===== src/sv/xlhs_pkg.sv =====
package xlhs_pkg;

   localparam int INDEX_BITS  = 8;
   localparam int STATUS_BITS = 2;

   // result queue: two entries of headroom so one transfer can push two results
   localparam int FIFO_DEPTH = 4;
   localparam int PTR_BITS   = 2;
   localparam int COUNT_BITS = 3;

   localparam logic [7:0] LACE_CONTINUE = 8'd255;

   typedef logic [STATUS_BITS-1:0] status_type;

   localparam status_type STATUS_OK         = 2'd0;
   localparam status_type STATUS_EMPTY      = 2'd1;
   localparam status_type STATUS_LACE_END   = 2'd2;
   localparam status_type STATUS_LEN_EXCEED = 2'd3;

   localparam logic PHASE_IDLE   = 1'b0;
   localparam logic PHASE_LACING = 1'b1;

endpackage


===== src/sv/xiph_lacing_header_splitter.sv =====
// Splits a Xiph-laced codec extradata blob into header extents. One blob byte
// is taken per req transfer, the first with req_starts_blob and the blob
// length; each lacing byte is folded into the length counters in the same
// cycle, so a byte is accepted every clock while req_ready is high. A
// transfer yields zero, one or two results (a completed header plus the
// final header or an error), which go through a four-entry result queue;
// req_ready is high while the queue has two free entries. With rsp_ready
// held high the block sustains one byte per cycle. Error results carry zero
// extents and leave the block idle until the next blob start; trailing
// bytes while idle give nothing.
module xiph_lacing_header_splitter #(
   parameter int LENGTH_BITS = 24
) (
   input  logic                   clock,
   input  logic                   reset,
   input  logic                   req_valid,
   output logic                   req_ready,
   input  logic [7:0]             req_data_byte,
   input  logic                   req_starts_blob,
   input  logic [LENGTH_BITS-1:0] req_blob_length,
   output logic                   rsp_valid,
   input  logic                   rsp_ready,
   output logic [7:0]             rsp_header_index,
   output logic [LENGTH_BITS-1:0] rsp_header_length,
   output logic [LENGTH_BITS-1:0] rsp_payload_offset,
   output logic                   rsp_final_header,
   output logic [1:0]             rsp_status
);

   logic                   phase_ff, phase_in;
   logic [7:0]             total_ff, total_in;
   logic [7:0]             index_ff, index_in;
   logic [LENGTH_BITS-1:0] remain_ff, remain_in;
   logic [LENGTH_BITS-1:0] sum_ff, sum_in;
   logic [LENGTH_BITS-1:0] partial_ff, partial_in;

   logic [LENGTH_BITS:0]   part_sum;
   logic [LENGTH_BITS-1:0] remain_dec;
   logic [LENGTH_BITS-1:0] avail;
   logic [LENGTH_BITS-1:0] sum_new;
   logic [7:0]             index_next;

   logic [1:0]             n_res;
   logic [7:0]             r0_index, r1_index;
   logic [LENGTH_BITS-1:0] r0_length, r1_length;
   logic [LENGTH_BITS-1:0] r0_offset, r1_offset;
   logic                   r0_final, r1_final;
   xlhs_pkg::status_type   r0_status, r1_status;

   logic [7:0]             idx_mem_ff [xlhs_pkg::FIFO_DEPTH];
   logic [LENGTH_BITS-1:0] len_mem_ff [xlhs_pkg::FIFO_DEPTH];
   logic [LENGTH_BITS-1:0] off_mem_ff [xlhs_pkg::FIFO_DEPTH];
   logic                   fin_mem_ff [xlhs_pkg::FIFO_DEPTH];
   xlhs_pkg::status_type   sts_mem_ff [xlhs_pkg::FIFO_DEPTH];

   logic [xlhs_pkg::PTR_BITS-1:0]   wr_ptr_ff, wr_ptr_in, wr_ptr_1;
   logic [xlhs_pkg::PTR_BITS-1:0]   rd_ptr_ff, rd_ptr_in;
   logic [xlhs_pkg::COUNT_BITS-1:0] count_ff, count_in;

   logic       req_fire;
   logic       rsp_fire;
   logic [1:0] push_n;

   assign req_ready = (count_ff <= xlhs_pkg::COUNT_BITS'(xlhs_pkg::FIFO_DEPTH - 2));
   assign req_fire  = req_valid & req_ready;
   assign rsp_valid = (count_ff != '0);
   assign rsp_fire  = rsp_valid & rsp_ready;
   assign push_n    = req_fire ? n_res : 2'd0;

   assign part_sum   = {1'b0, partial_ff} + {{(LENGTH_BITS-7){1'b0}}, req_data_byte};
   assign remain_dec = remain_ff - LENGTH_BITS'(1);
   assign avail      = remain_dec - sum_ff;
   assign sum_new    = sum_ff + part_sum[LENGTH_BITS-1:0];
   assign index_next = index_ff + 8'd1;

   always_comb begin
      phase_in   = phase_ff;
      total_in   = total_ff;
      index_in   = index_ff;
      remain_in  = remain_ff;
      sum_in     = sum_ff;
      partial_in = partial_ff;
      n_res      = 2'd0;
      r0_index   = '0;
      r0_length  = '0;
      r0_offset  = '0;
      r0_final   = 1'b0;
      r0_status  = xlhs_pkg::STATUS_OK;
      r1_index   = '0;
      r1_length  = '0;
      r1_offset  = '0;
      r1_final   = 1'b0;
      r1_status  = xlhs_pkg::STATUS_OK;
      if (req_starts_blob) begin
         index_in   = '0;
         sum_in     = '0;
         partial_in = '0;
         if (req_blob_length == '0) begin
            phase_in  = xlhs_pkg::PHASE_IDLE;
            total_in  = '0;
            remain_in = '0;
            r0_status = xlhs_pkg::STATUS_EMPTY;
            n_res     = 2'd1;
         end else begin
            total_in  = req_data_byte;
            remain_in = req_blob_length - LENGTH_BITS'(1);
            if (req_data_byte == 8'd0) begin
               phase_in  = xlhs_pkg::PHASE_IDLE;
               r0_length = req_blob_length - LENGTH_BITS'(1);
               r0_final  = 1'b1;
               n_res     = 2'd1;
            end else if (req_blob_length == LENGTH_BITS'(1)) begin
               phase_in  = xlhs_pkg::PHASE_IDLE;
               r0_status = xlhs_pkg::STATUS_LACE_END;
               n_res     = 2'd1;
            end else begin
               phase_in = xlhs_pkg::PHASE_LACING;
            end
         end
      end else if (phase_ff == xlhs_pkg::PHASE_LACING) begin
         remain_in  = remain_dec;
         partial_in = part_sum[LENGTH_BITS-1:0];
         if (req_data_byte == xlhs_pkg::LACE_CONTINUE) begin
            if ({1'b0, avail} <= part_sum) begin
               phase_in  = xlhs_pkg::PHASE_IDLE;
               r0_status = xlhs_pkg::STATUS_LACE_END;
               n_res     = 2'd1;
            end
         end else if ({1'b0, avail} < part_sum) begin
            phase_in  = xlhs_pkg::PHASE_IDLE;
            r0_status = xlhs_pkg::STATUS_LEN_EXCEED;
            n_res     = 2'd1;
         end else begin
            r0_index   = index_ff;
            r0_length  = part_sum[LENGTH_BITS-1:0];
            r0_offset  = sum_ff;
            sum_in     = sum_new;
            partial_in = '0;
            index_in   = index_next;
            if (index_next == total_ff) begin
               phase_in  = xlhs_pkg::PHASE_IDLE;
               r1_index  = index_next;
               r1_length = remain_dec - sum_new;
               r1_offset = sum_new;
               r1_final  = 1'b1;
               n_res     = 2'd2;
            end else if (remain_dec == sum_new) begin
               phase_in  = xlhs_pkg::PHASE_IDLE;
               r1_status = xlhs_pkg::STATUS_LACE_END;
               n_res     = 2'd2;
            end else begin
               n_res = 2'd1;
            end
         end
      end
   end

   always_ff @(posedge clock) begin
      if (reset) begin
         phase_ff   <= xlhs_pkg::PHASE_IDLE;
         total_ff   <= '0;
         index_ff   <= '0;
         remain_ff  <= '0;
         sum_ff     <= '0;
         partial_ff <= '0;
      end else if (req_fire) begin
         phase_ff   <= phase_in;
         total_ff   <= total_in;
         index_ff   <= index_in;
         remain_ff  <= remain_in;
         sum_ff     <= sum_in;
         partial_ff <= partial_in;
      end
   end

   // result queue
   assign wr_ptr_1  = wr_ptr_ff + xlhs_pkg::PTR_BITS'(1);
   assign wr_ptr_in = wr_ptr_ff + push_n[xlhs_pkg::PTR_BITS-1:0];
   assign rd_ptr_in = rd_ptr_ff + {{(xlhs_pkg::PTR_BITS-1){1'b0}}, rsp_fire};
   assign count_in  = count_ff + {1'b0, push_n} - {2'b00, rsp_fire};

   always_ff @(posedge clock) begin
      if (reset) begin
         wr_ptr_ff <= '0;
         rd_ptr_ff <= '0;
         count_ff  <= '0;
      end else begin
         wr_ptr_ff <= wr_ptr_in;
         rd_ptr_ff <= rd_ptr_in;
         count_ff  <= count_in;
      end
   end

   always_ff @(posedge clock) begin
      if (push_n != 2'd0) begin
         idx_mem_ff[wr_ptr_ff] <= r0_index;
         len_mem_ff[wr_ptr_ff] <= r0_length;
         off_mem_ff[wr_ptr_ff] <= r0_offset;
         fin_mem_ff[wr_ptr_ff] <= r0_final;
         sts_mem_ff[wr_ptr_ff] <= r0_status;
      end
      if (push_n == 2'd2) begin
         idx_mem_ff[wr_ptr_1] <= r1_index;
         len_mem_ff[wr_ptr_1] <= r1_length;
         off_mem_ff[wr_ptr_1] <= r1_offset;
         fin_mem_ff[wr_ptr_1] <= r1_final;
         sts_mem_ff[wr_ptr_1] <= r1_status;
      end
   end

   assign rsp_header_index   = idx_mem_ff[rd_ptr_ff];
   assign rsp_header_length  = len_mem_ff[rd_ptr_ff];
   assign rsp_payload_offset = off_mem_ff[rd_ptr_ff];
   assign rsp_final_header   = fin_mem_ff[rd_ptr_ff];
   assign rsp_status         = sts_mem_ff[rd_ptr_ff];

   a_count_bound: assert property (@(posedge clock) disable iff (reset)
      count_ff <= xlhs_pkg::COUNT_BITS'(xlhs_pkg::FIFO_DEPTH))
      else $error("result queue overfilled");

   a_count_track: assert property (@(posedge clock) disable iff (reset)
      !$past(reset) |->
         count_ff == $past(count_ff) + {1'b0, $past(push_n)} - {2'b00, $past(rsp_fire)})
      else $error("result queue count lost track");

   a_error_zero: assert property (@(posedge clock) disable iff (reset)
      (rsp_valid && rsp_status != xlhs_pkg::STATUS_OK) |->
         (rsp_header_index == '0 && rsp_header_length == '0 &&
          rsp_payload_offset == '0 && !rsp_final_header))
      else $error("error result carries header extent");

   a_idle_after_end: assert property (@(posedge clock) disable iff (reset)
      (req_fire && n_res != 2'd0 &&
       ((n_res == 2'd1 && (r0_status != xlhs_pkg::STATUS_OK || r0_final)) ||
        (n_res == 2'd2))) |=> phase_ff == xlhs_pkg::PHASE_IDLE)
      else $error("lacing continues after blob end");

endmodule

===== config.mk =====
export PLATFORM = sky130hd
export DESIGN_NAME = xiph_lacing_header_splitter
export DESIGN_NICKNAME = d
export VERILOG_FILES = /design/src/sv/xlhs_pkg.sv /design/src/sv/xiph_lacing_header_splitter.sv
export SDC_FILE = /design/constraint.sdc
export NUM_CORES = 1
export LEC_CHECK = 0
export BUFFER_PORTS_ARGS = -buffer_cell sky130_fd_sc_hd__buf_2
export CAP_MARGIN = 40
export CORE_ASPECT_RATIO = 0.8
export CORE_MARGIN = 1
export CORE_UTILIZATION = 55
export CTS_CLUSTER_SIZE = 24
export DETAILED_ROUTE_END_ITERATION = 10
export PLACE_DENSITY = 0.75
export SLEW_MARGIN = 40
export SYNTH_ARGS = -nofsm -noshare
export SYNTH_HDL_FRONTEND = slang
export SYNTH_SLANG_ARGS = --single-unit

===== constraint.sdc =====
create_clock -name clock -period 8.5 [get_ports clock]
set_input_delay 0.85 -clock clock [delete_from_list [all_inputs] [get_ports clock]]
set_output_delay 0.85 -clock clock [all_outputs]
set_load 0.01 [all_outputs]

==> run_summary.xml, run 1 <==
<?xml version="1.0" encoding="UTF-8"?>
<metrics>
  <group name="outcome">
    <metric name="status" unit="">completed</metric>
  </group>
  <group name="sta">
    <metric name="finalSetupViolations" unit="">0</metric>
    <metric name="post-route-period-util" unit="">0.899</metric>
    <metric name="fmax" unit="GHz">0.131</metric>
    <metric name="slew_violations" unit="">0</metric>
    <metric name="finalSetupTns" unit="ns">0</metric>
    <metric name="max_slew_margin" unit="">0.346</metric>
    <metric name="fin_hold_viols" unit="">0</metric>
    <metric name="setup_slack" unit="ns">0.857</metric>
    <metric name="final_period_minus_worst_setup_slack" unit="ns">7.64</metric>
    <metric name="worst_clock_skew" unit="ns">0.0192</metric>
    <metric name="rsz_0062_raised_after_global_routing" unit="">false</metric>
    <metric name="worstMarginPinSlew" unit="ns">0.975</metric>
  </group>
  <group name="route">
    <metric name="viasPerCell" unit="">6.56</metric>
    <metric name="drt-wirelength-per-cell" unit="µm">24.2</metric>
    <metric name="route.detailed.drc" unit="">0</metric>
    <metric name="vias" unit="">18481</metric>
    <metric name="wirelength" unit="µm">68300</metric>
    <metric name="drt_first_pass_iters" unit="">6</metric>
    <metric name="drt_iter0_markers" unit="">2052</metric>
    <metric name="ant_nets_after_route" unit="">0</metric>
  </group>
  <group name="synthesis">
    <metric name="postSynth.topFlopCell" unit="">sky130_fd_sc_hd__edfxtp_1</metric>
    <metric name="synth_edf_count" unit="">232</metric>
    <metric name="ys_types" unit="">83</metric>
    <metric name="synth_top_cell_by_area" unit="">sky130_fd_sc_hd__edfxtp_1</metric>
    <metric name="synth_sequential_area_ratio" unit="">0.416</metric>
    <metric name="mean_area_per_synthesized_cell" unit="µm²">9.74</metric>
    <metric name="netlist_area" unit="mm²">0.0216</metric>
    <metric name="yosysWarnings" unit="">0</metric>
    <metric name="yosys_register_bits" unit="">332</metric>
    <metric name="synth_nets" unit="">2366</metric>
    <metric name="syn_inst" unit="">2214</metric>
    <metric name="area_share_of_the_largest_cell_type_after_synthesis" unit="">0.323</metric>
    <metric name="post_synth_main_area_contributors" unit="">sky130_fd_sc_hd__edfxtp_1 (32%), sky130_fd_sc_hd__dfxtp_1 (9.3%), sky130_fd_sc_hd__ha_1 (6.4%), sky130_fd_sc_hd__mux4_2 (6.2%), sky130_fd_sc_hd__a21oi_1 (4.0%)</metric>
    <metric name="synth_async_sr_flop_share" unit="">0</metric>
  </group>
  <group name="cts">
    <metric name="clock-root-buffer" unit="">sky130_fd_sc_hd__clkbuf_16</metric>
    <metric name="h-tree-depth" unit="">2</metric>
    <metric name="number_of_buffers_created_by_cts" unit="">36</metric>
    <metric name="cts_tree" unit="">done</metric>
    <metric name="clock_sinks" unit="">332</metric>
    <metric name="clk_pin_slew" unit="ns">0.06</metric>
    <metric name="buffer_levels_on_the_longest_clock_path" unit="">3</metric>
    <metric name="ctsResizeCount" unit="">0</metric>
    <metric name="cts_setup_buffers" unit="">0</metric>
    <metric name="worst_skew_pair.late_latency" unit="ns">0.54</metric>
    <metric name="cts_hold_repair.buffers" unit="">0</metric>
  </group>
  <group name="power">
    <metric name="worst_ir_drop_vdd" unit="mV">0.189</metric>
    <metric name="total_leakage_power" unit="nW">9.08</metric>
    <metric name="total_power_density_per_cell_area" unit="mW/mm²">328</metric>
  </group>
  <group name="floorplan">
    <metric name="dieWidth" unit="µm">223</metric>
    <metric name="row_count" unit="">64</metric>
    <metric name="design.die.area" unit="mm²">0.0400</metric>
    <metric name="fp.dieH" unit="µm">179</metric>
    <metric name="placeableCoreArea" unit="mm²">0.0384</metric>
    <metric name="start_util" unit="">0.561</metric>
    <metric name="io-pin-count" unit="">98</metric>
  </group>
  <group name="final_layout">
    <metric name="fill_cells" unit="">3190</metric>
    <metric name="final_net_count" unit="">2449</metric>
    <metric name="antenna_cells_inserted" unit="">0</metric>
    <metric name="finish.utilization" unit="">0.628</metric>
    <metric name="layout_cell_share_with_drive_strength_beyond_1" unit="">0.147</metric>
    <metric name="finish.instance_area" unit="mm²">0.0241</metric>
    <metric name="layout-area-overhead-vs-synth" unit="%">11.9</metric>
  </group>
  <group name="run">
    <metric name="maxCapViolCount" unit="">0</metric>
  </group>
  <group name="global_routing">
    <metric name="top_usage_layer" unit="">met2</metric>
    <metric name="grt.met2_usage" unit="">0.509</metric>
    <metric name="via_count_of_the_first_global_routing_pass" unit="">17060</metric>
    <metric name="grt.met3_usage" unit="">0.0885</metric>
    <metric name="grt_start_max_net_pins" unit="">98</metric>
    <metric name="globalRouteMet1Util" unit="">0.487</metric>
    <metric name="antenna_found_initial" unit="">0</metric>
    <metric name="grt_first_pass_wirelength" unit="µm">102000</metric>
    <metric name="groute.usage.overall" unit="">0.339</metric>
    <metric name="grt-ovfl-total" unit="">0</metric>
  </group>
  <group name="place">
    <metric name="detailed_place.area" unit="mm²">0.0230</metric>
    <metric name="buffer_ports.inserted" unit="">97</metric>
    <metric name="place.detailed.hpwl" unit="µm">50300</metric>
    <metric name="place_ws" unit="ns">0.441</metric>
    <metric name="gpl.final_weighted_congestion" unit="">1.01</metric>
  </group>
  <group name="worst_setup_path">
    <metric name="crit_fanout" unit="">6</metric>
    <metric name="arrival" unit="ns">8.02</metric>
    <metric name="critPathLaunchType" unit="">register</metric>
    <metric name="crit_type" unit="">register to register</metric>
    <metric name="cp.required" unit="ns">8.88</metric>
    <metric name="crit_end_category" unit="">register</metric>
  </group>
  <group name="worst_hold_path">
    <metric name="hold_class" unit="">register to register</metric>
  </group>
</metrics>
area by class of cell:
| cell class | instances | area, µm² | area share |
|---|---|---|---|
| timing repair buffer | 172 | 1230 | 0.0509 |
| inverter | 93 | 350 | 0.0145 |
| sequential | 332 | 8970 | 0.372 |
| clock buffer | 48 | 956 | 0.0396 |
| clock inverter | 17 | 179 | 0.00742 |
| tap | 495 | 619 | 0.0257 |
| multi-input combinational | 1662 | 11800 | 0.490 |
report_power, final:
part,switching [mW],leakage [nW],internal (mW)
combinational,2.62,5.53,1.78
clock,0.657,0.558,0.889
sequential,0.116,2.99,1.85
total,3.40,9.08,4.52
layout by cell type (no fill, tap or decap), drive strengths merged, types with 29 or more instances in the layout:
cell type,count
edfxtp,232
xor2,56
clkbuf,48
a21o,29
buf,172
mux2i,72
a21oi,175
mux4,59
nand2,153
nand3,125
o21ai,159
nand2b,32
dfxtp,100
nor2,221
xnor2,83
inv,94
nor3,67
ha,110
state kept, by name, indices dropped and copies added (netlist names):
signal	count
count_ff	3
fin_mem_ff	4
idx_mem_ff	32
index_ff	8
len_mem_ff	96
off_mem_ff	96
partial_ff	24
phase_ff	1
rd_ptr_ff	2
remain_ff	24
sts_mem_ff	8
sum_ff	24
total_ff	8
wr_ptr_ff	2
through the flow:
stage                     power, mW  cells  hold WS (ns)
after floorplan                4.95   2214         0.431
after global placement         6.18   2753         0.445
after detailed placement       6.26   2753         0.454
after CTS                      7.81   2818         0.463
after global routing           8.38   2819         0.484
final                          7.92   2819         0.460
per-layer routing:
metal	routed length, µm	vias up
li1	-	8366
met1	29300	8926
met2	29100	1035
met3	8210	154
met4	1710	0
met5	0	-
final timing paths:
check,from,endpoint,slack (ns),depth (start not counted)
setup / recovery,remain_ff[0]$_SDFFE_PP0P_,count_ff[2]$_SDFF_PP0_,0.86,27
hold / removal,partial_ff[4]$_SDFFE_PP0P_,partial_ff[4]$_SDFFE_PP0P_,0.46,2
setup reg to reg,remain_ff[0]$_SDFFE_PP0P_,count_ff[2]$_SDFF_PP0_,0.86,27
hold reg to reg,partial_ff[4]$_SDFFE_PP0P_,partial_ff[4]$_SDFFE_PP0P_,0.46,2
synth_stat cells, drive strengths merged (6+ instances only):
cell,number
clkbuf,90
o32ai,11
a21o,29
inv,92
nor2,221
nand4,17
a211oi,17
xor2,56
a311oi,9
mux2i,72
mux4,59
buf,37
or3,22
nor2b,19
nand2b,32
nand3,125
a31oi,12
edfxtp,232
ha,110
o21a,25
o21bai,8
a221oi,8
o211ai,8
and2,10
or2,10
xnor2,83
nor3,67
a21oi,175
mux2,8
nand2,153
dfxtp,100
a22oi,25
and3,12
o21ai,159
o41ai,6
o22ai,15
nor4,16
kinds of logic (layout without fill, tap and decap cells):
family / after synthesis / count (layout) / synth area share
AND/OR/NAND/NOR: 724 / 724 / 0.162
AO/OA/AOI/OAI: 543 / 543 / 0.155
flip-flops: 332 / 332 / 0.416
buffers and inverters: 220 / 330 / 0.0400
XOR/XNOR: 141 / 141 / 0.0594
multiplexers: 139 / 139 / 0.0992
adder cells (fa/ha/maj): 115 / 115 / 0.0685
critical path, cell delays in order (launching register included):
cell	delay [ns]
sky130_fd_sc_hd__dfxtp_1	0.44
sky130_fd_sc_hd__inv_1	0.13
sky130_fd_sc_hd__ha_1	0.29
sky130_fd_sc_hd__nand2_1	0.11
sky130_fd_sc_hd__or2_1	0.30
sky130_fd_sc_hd__nor2_1	0.16
sky130_fd_sc_hd__xor2_1	0.49
sky130_fd_sc_hd__ha_1	0.40
sky130_fd_sc_hd__a2111oi_0	0.43
sky130_fd_sc_hd__a21oi_1	0.20
sky130_fd_sc_hd__o311a_1	0.42
sky130_fd_sc_hd__o221ai_1	0.49
sky130_fd_sc_hd__xnor2_1	0.14
sky130_fd_sc_hd__ha_1	0.31
sky130_fd_sc_hd__nand4_1	0.14
sky130_fd_sc_hd__or3_1	0.46
sky130_fd_sc_hd__nor4_1	0.51
sky130_fd_sc_hd__nor2_1	0.17
sky130_fd_sc_hd__a2111oi_4	0.36
sky130_fd_sc_hd__o21ai_1	0.15
sky130_fd_sc_hd__ha_1	0.32
sky130_fd_sc_hd__inv_1	0.05
sky130_fd_sc_hd__ha_1	0.13
sky130_fd_sc_hd__inv_1	0.05
sky130_fd_sc_hd__fa_1	0.43
sky130_fd_sc_hd__xnor2_1	0.19
sky130_fd_sc_hd__xnor2_1	0.14
sky130_fd_sc_hd__nor2_1	0.06
Power figures use the tool's default switching activity.
==> run 2, diff against run 1 <==
Settings changed: ABC_AREA from default to 1, RECOVER_POWER from default to 25.
==> run 2 against run 1 <==
  * The flow now finishes with violations (max-capacitance violations, max-slew violations)
  * Maximum frequency shrank 0.32%
  * Sequential share of layout area shrank 0.67 points
  * Count of clock-buffer cells in the layout grew 7
  * Critical path type unchanged
  * Sequential cell count is the same
  * Highest routed layer is now met5
  * Worst setup slack lost 0.025 ns
  * Hold slack gained 0.020 ns
  * Clock skew grew 0.014 ns
==> run_summary.xml, run 2 <==
<?xml version="1.0" encoding="UTF-8"?>
<metrics>
  <group name="worst_hold_path">
    <metric name="worst_hold_path.endpoint" unit="">total_ff[1]$_SDFFE_PP0P_</metric>
    <metric name="hold_class" unit="">register to register</metric>
    <metric name="hold_path_startpoint" unit="">total_ff[1]$_SDFFE_PP0P_</metric>
    <metric name="hold_path_depth" unit="">2</metric>
  </group>
  <group name="synthesis">
    <metric name="synth_async_sr_flop_share" unit="">0</metric>
    <metric name="mean_area_per_synthesized_cell" unit="µm²">7.60</metric>
    <metric name="synth_sequential_area_ratio" unit="">0.404</metric>
    <metric name="postSynth.topFlopCell" unit="">sky130_fd_sc_hd__edfxtp_1</metric>
    <metric name="synth_nets" unit="">3075</metric>
    <metric name="synth_edf_count" unit="">232</metric>
    <metric name="post_synth_most_frequent_cells" unit="">sky130_fd_sc_hd__nor2_1 (480), sky130_fd_sc_hd__inv_1 (422), sky130_fd_sc_hd__nand2_1 (375)</metric>
    <metric name="synth_top_cell_by_area" unit="">sky130_fd_sc_hd__edfxtp_1</metric>
    <metric name="post_synth_main_area_contributors" unit="">sky130_fd_sc_hd__edfxtp_1 (31%), sky130_fd_sc_hd__dfxtp_1 (9.0%), sky130_fd_sc_hd__nor2_1 (8.1%), sky130_fd_sc_hd__a21oi_1 (7.5%), sky130_fd_sc_hd__inv_1 (7.1%)</metric>
    <metric name="netlist_area" unit="mm²">0.0222</metric>
    <metric name="syn_inst" unit="">2923</metric>
    <metric name="synthMostInstantiatedCell" unit="">sky130_fd_sc_hd__nor2_1</metric>
    <metric name="ys_types" unit="">51</metric>
    <metric name="yosys_register_bits" unit="">332</metric>
    <metric name="yosysWarnings" unit="">0</metric>
    <metric name="area_share_of_the_largest_cell_type_after_synthesis" unit="">0.314</metric>
  </group>
  <group name="worst_setup_path">
    <metric name="reg2reg_slack" unit="ns">0.83</metric>
    <metric name="critPathLaunchType" unit="">register</metric>
    <metric name="critPathSlowestCell" unit="">sky130_fd_sc_hd__nor4_1</metric>
    <metric name="cp.required" unit="ns">8.79</metric>
    <metric name="worstRegToRegCells" unit="">32</metric>
    <metric name="crit_family" unit="">simple AND/OR/NAND/NOR gates</metric>
    <metric name="crit_fanout" unit="">17</metric>
    <metric name="worstReg2RegStart" unit="">remain_ff[0]$_SDFFE_PP0P_</metric>
    <metric name="crit_type" unit="">register to register</metric>
    <metric name="timing.critical_path.buf_inv" unit="">7</metric>
    <metric name="crit_top_cell" unit="">sky130_fd_sc_hd__nand2_1</metric>
    <metric name="crit_path_max_incr_delay" unit="ns">0.63</metric>
    <metric name="arrival" unit="ns">7.96</metric>
    <metric name="r2r-end" unit="">off_mem_ff[0][22]$_DFFE_PP_</metric>
    <metric name="crit_end_category" unit="">register</metric>
  </group>
  <group name="power">
    <metric name="internal_pwr_total" unit="mW">4.60</metric>
    <metric name="p_seq_frac" unit="">0.223</metric>
    <metric name="netSwitchingPower" unit="mW">4.66</metric>
    <metric name="p_sw_frac" unit="">0.503</metric>
    <metric name="total_power_density_per_cell_area" unit="mW/mm²">377</metric>
    <metric name="worst_ir_drop_vdd" unit="mV">0.303</metric>
    <metric name="power.share.clock" unit="">0.168</metric>
    <metric name="p_comb_frac" unit="">0.609</metric>
    <metric name="design_power_total" unit="mW">9.26</metric>
    <metric name="total_leakage_power" unit="nW">11.5</metric>
  </group>
  <group name="cts">
    <metric name="clk_pin_slew" unit="ns">0.06</metric>
    <metric name="h-tree-depth" unit="">2</metric>
    <metric name="worst_skew_pair.late_latency" unit="ns">0.57</metric>
    <metric name="cts_setup_buffers" unit="">0</metric>
    <metric name="clock-root-buffer" unit="">sky130_fd_sc_hd__clkbuf_16</metric>
    <metric name="cts_hold_repair.buffers" unit="">0</metric>
    <metric name="ctsResizeCount" unit="">0</metric>
    <metric name="buffer_levels_on_the_longest_clock_path" unit="">3</metric>
    <metric name="number_of_buffers_created_by_cts" unit="">37</metric>
    <metric name="cts_tree" unit="">done</metric>
    <metric name="clock_sinks" unit="">332</metric>
  </group>
  <group name="sta">
    <metric name="finalSetupTns" unit="ns">0</metric>
    <metric name="slew_violations" unit="">263</metric>
    <metric name="worst_clock_skew" unit="ns">0.0329</metric>
    <metric name="fin_hold_viols" unit="">0</metric>
    <metric name="post-route-period-util" unit="">0.902</metric>
    <metric name="finalSetupViolations" unit="">0</metric>
    <metric name="rsz_0062_raised_after_global_routing" unit="">false</metric>
    <metric name="max_slew_margin" unit="">-1.46</metric>
    <metric name="final_period_minus_worst_setup_slack" unit="ns">7.67</metric>
    <metric name="fmax" unit="GHz">0.130</metric>
    <metric name="worstMarginPinSlew" unit="ns">3.70</metric>
  </group>
  <group name="final_layout">
    <metric name="leading_cell_type_in_the_layout_fill_and_taps_excluded" unit="">sky130_fd_sc_hd__nor2_1</metric>
    <metric name="layout.cells.most_common_list" unit="">sky130_fd_sc_hd__nor2_1 (481), sky130_fd_sc_hd__inv_1 (423), sky130_fd_sc_hd__nand2_1 (372)</metric>
    <metric name="final-instance-count-excl-fill" unit="">3576</metric>
    <metric name="final_net_count" unit="">3163</metric>
    <metric name="fill_cells" unit="">3579</metric>
    <metric name="multiInputGateArea" unit="mm²">0.0110</metric>
    <metric name="finish.utilization" unit="">0.620</metric>
    <metric name="antenna_cells_inserted" unit="">0</metric>
    <metric name="layout_cell_share_with_drive_strength_beyond_1" unit="">0.0658</metric>
    <metric name="final-seq-area" unit="mm²">0.00897</metric>
    <metric name="biggest_regs" unit="">len_mem_ff: 96 flops, off_mem_ff: 96 flops, idx_mem_ff: 32 flops</metric>
    <metric name="layout-area-overhead-vs-synth" unit="%">10.5</metric>
  </group>
  <group name="route">
    <metric name="drt-wirelength-per-cell" unit="µm">21.7</metric>
    <metric name="wirelength" unit="µm">77600</metric>
    <metric name="viasPerCell" unit="">5.88</metric>
    <metric name="ant_nets_after_route" unit="">0</metric>
    <metric name="drt_first_pass_iters" unit="">7</metric>
    <metric name="vias" unit="">21038</metric>
    <metric name="route.detailed.drc" unit="">0</metric>
    <metric name="drt_iter0_markers" unit="">2760</metric>
  </group>
  <group name="global_routing">
    <metric name="grt-ovfl-total" unit="">0</metric>
    <metric name="grt_first_pass_wirelength" unit="µm">116000</metric>
    <metric name="via_count_of_the_first_global_routing_pass" unit="">19362</metric>
    <metric name="antenna_found_initial" unit="">2</metric>
    <metric name="grt_start_max_net_pins" unit="">87</metric>
    <metric name="groute.usage.overall" unit="">0.376</metric>
  </group>
  <group name="floorplan">
    <metric name="dieWidth" unit="µm">227</metric>
    <metric name="start_util" unit="">0.561</metric>
    <metric name="io-pin-count" unit="">98</metric>
    <metric name="design.die.area" unit="mm²">0.0412</metric>
    <metric name="fp.dieH" unit="µm">182</metric>
    <metric name="placeableCoreArea" unit="mm²">0.0396</metric>
    <metric name="row_count" unit="">65</metric>
  </group>
  <group name="outcome">
    <metric name="failing_checks" unit="">max-capacitance violations, max-slew violations</metric>
    <metric name="status" unit="">finished, violations left</metric>
  </group>
  <group name="place">
    <metric name="gpl.final_weighted_congestion" unit="">1.05</metric>
    <metric name="place.detailed.instances" unit="">3508</metric>
    <metric name="place.detailed.hpwl" unit="µm">57600</metric>
    <metric name="buffer_ports.inserted" unit="">97</metric>
  </group>
  <group name="run">
    <metric name="maxCapViolCount" unit="">5</metric>
  </group>
</metrics>
-- run 2: cells by family (layout without fill, tap and decap cells) --
logic type,count (synthesis),in the layout,synth area share
AOI/OAI and AO/OA,758,758,0.187
xor gates and xnor gates,133,133,0.0524
adders and majority gates,115,115,0.0664
buffers and inverters,557,674,0.0998
DFF,332,332,0.404
and+or+nand+nor,1028,1028,0.191
-- run 2: worst reg2reg max path, delay by kind of cell, from the launching register on --
family	cells	cell delay, ns
compound gates	4	0.73
xor+xnor	2	0.71
fa+ha+maj	3	0.84
buf+inv	7	1.26
flops	1	0.34
simple gates	16	3.52
-- run 2: worst max path at each step --
stage | start | to | slack, ns | depth (start not counted)
6_report | remain_ff[0]$_SDFFE_PP0P_ | off_mem_ff[0][22]$_DFFE_PP_ | 0.83 | 32
4_1_cts | remain_ff[0]$_SDFFE_PP0P_ | count_ff[2]$_SDFF_PP0_ | 1.11 | 36
3_5_place_dp | req_data_byte[0] | count_ff[2]$_SDFF_PP0_ | 0.58 | 39
2_1_floorplan | req_data_byte[0] | fin_mem_ff[3]$_DFFE_PP_ | 1.33 | 32
3_3_place_gp | req_data_byte[0] | count_ff[2]$_SDFF_PP0_ | 0.60 | 39
5_1_grt | remain_ff[0]$_SDFFE_PP0P_ | off_mem_ff[0][22]$_DFFE_PP_ | 0.20 | 32
-- run 2: layout make-up --
class,count,share of cell area
clock inverter,13,0.00418
multi-input combinational,2034,0.449
timing repair buffer,176,0.0463
inverter,430,0.0657
tap,536,0.0273
sequential,332,0.365
clock buffer,55,0.0421
-- run 2: layer usage --
layer | part of all wire | vias up | global-route usage
li1 | - | 9943 | -
met1 | 0.43 | 9754 | 0.537
met2 | 0.42 | 1144 | 0.563
met3 | 0.11 | 193 | 0.0675
met4 | 0.042 | 4 | 0.148
met5 | 0.00030 | - | 0
-- run 2: through the flow --
| stage | hold WS (ns) | setup WS [ns] | instance area (µm²) |
|---|---|---|---|
| 5_1_grt | 0.496 | 0.201 | 24600 |
| 3_3_place_gp | 0.456 | 0.601 | 23600 |
| 2_1_floorplan | 0.446 | 1.33 | 22200 |
| 4_1_cts | 0.475 | 1.11 | 24700 |
| 6_report | 0.480 | 0.833 | 24600 |
| 3_5_place_dp | 0.467 | 0.582 | 23600 |
-- run 2: power by group through the flow --
stage	Sequential, mW	Clock, mW	Combinational [mW]
final	2.06	1.56	5.64
after global routing	2.08	1.62	6.20
after floorplan	2.00	0	3.77
after detailed placement	2.09	0	5.48
after global placement	2.09	0	5.43
after CTS	2.06	1.56	5.52
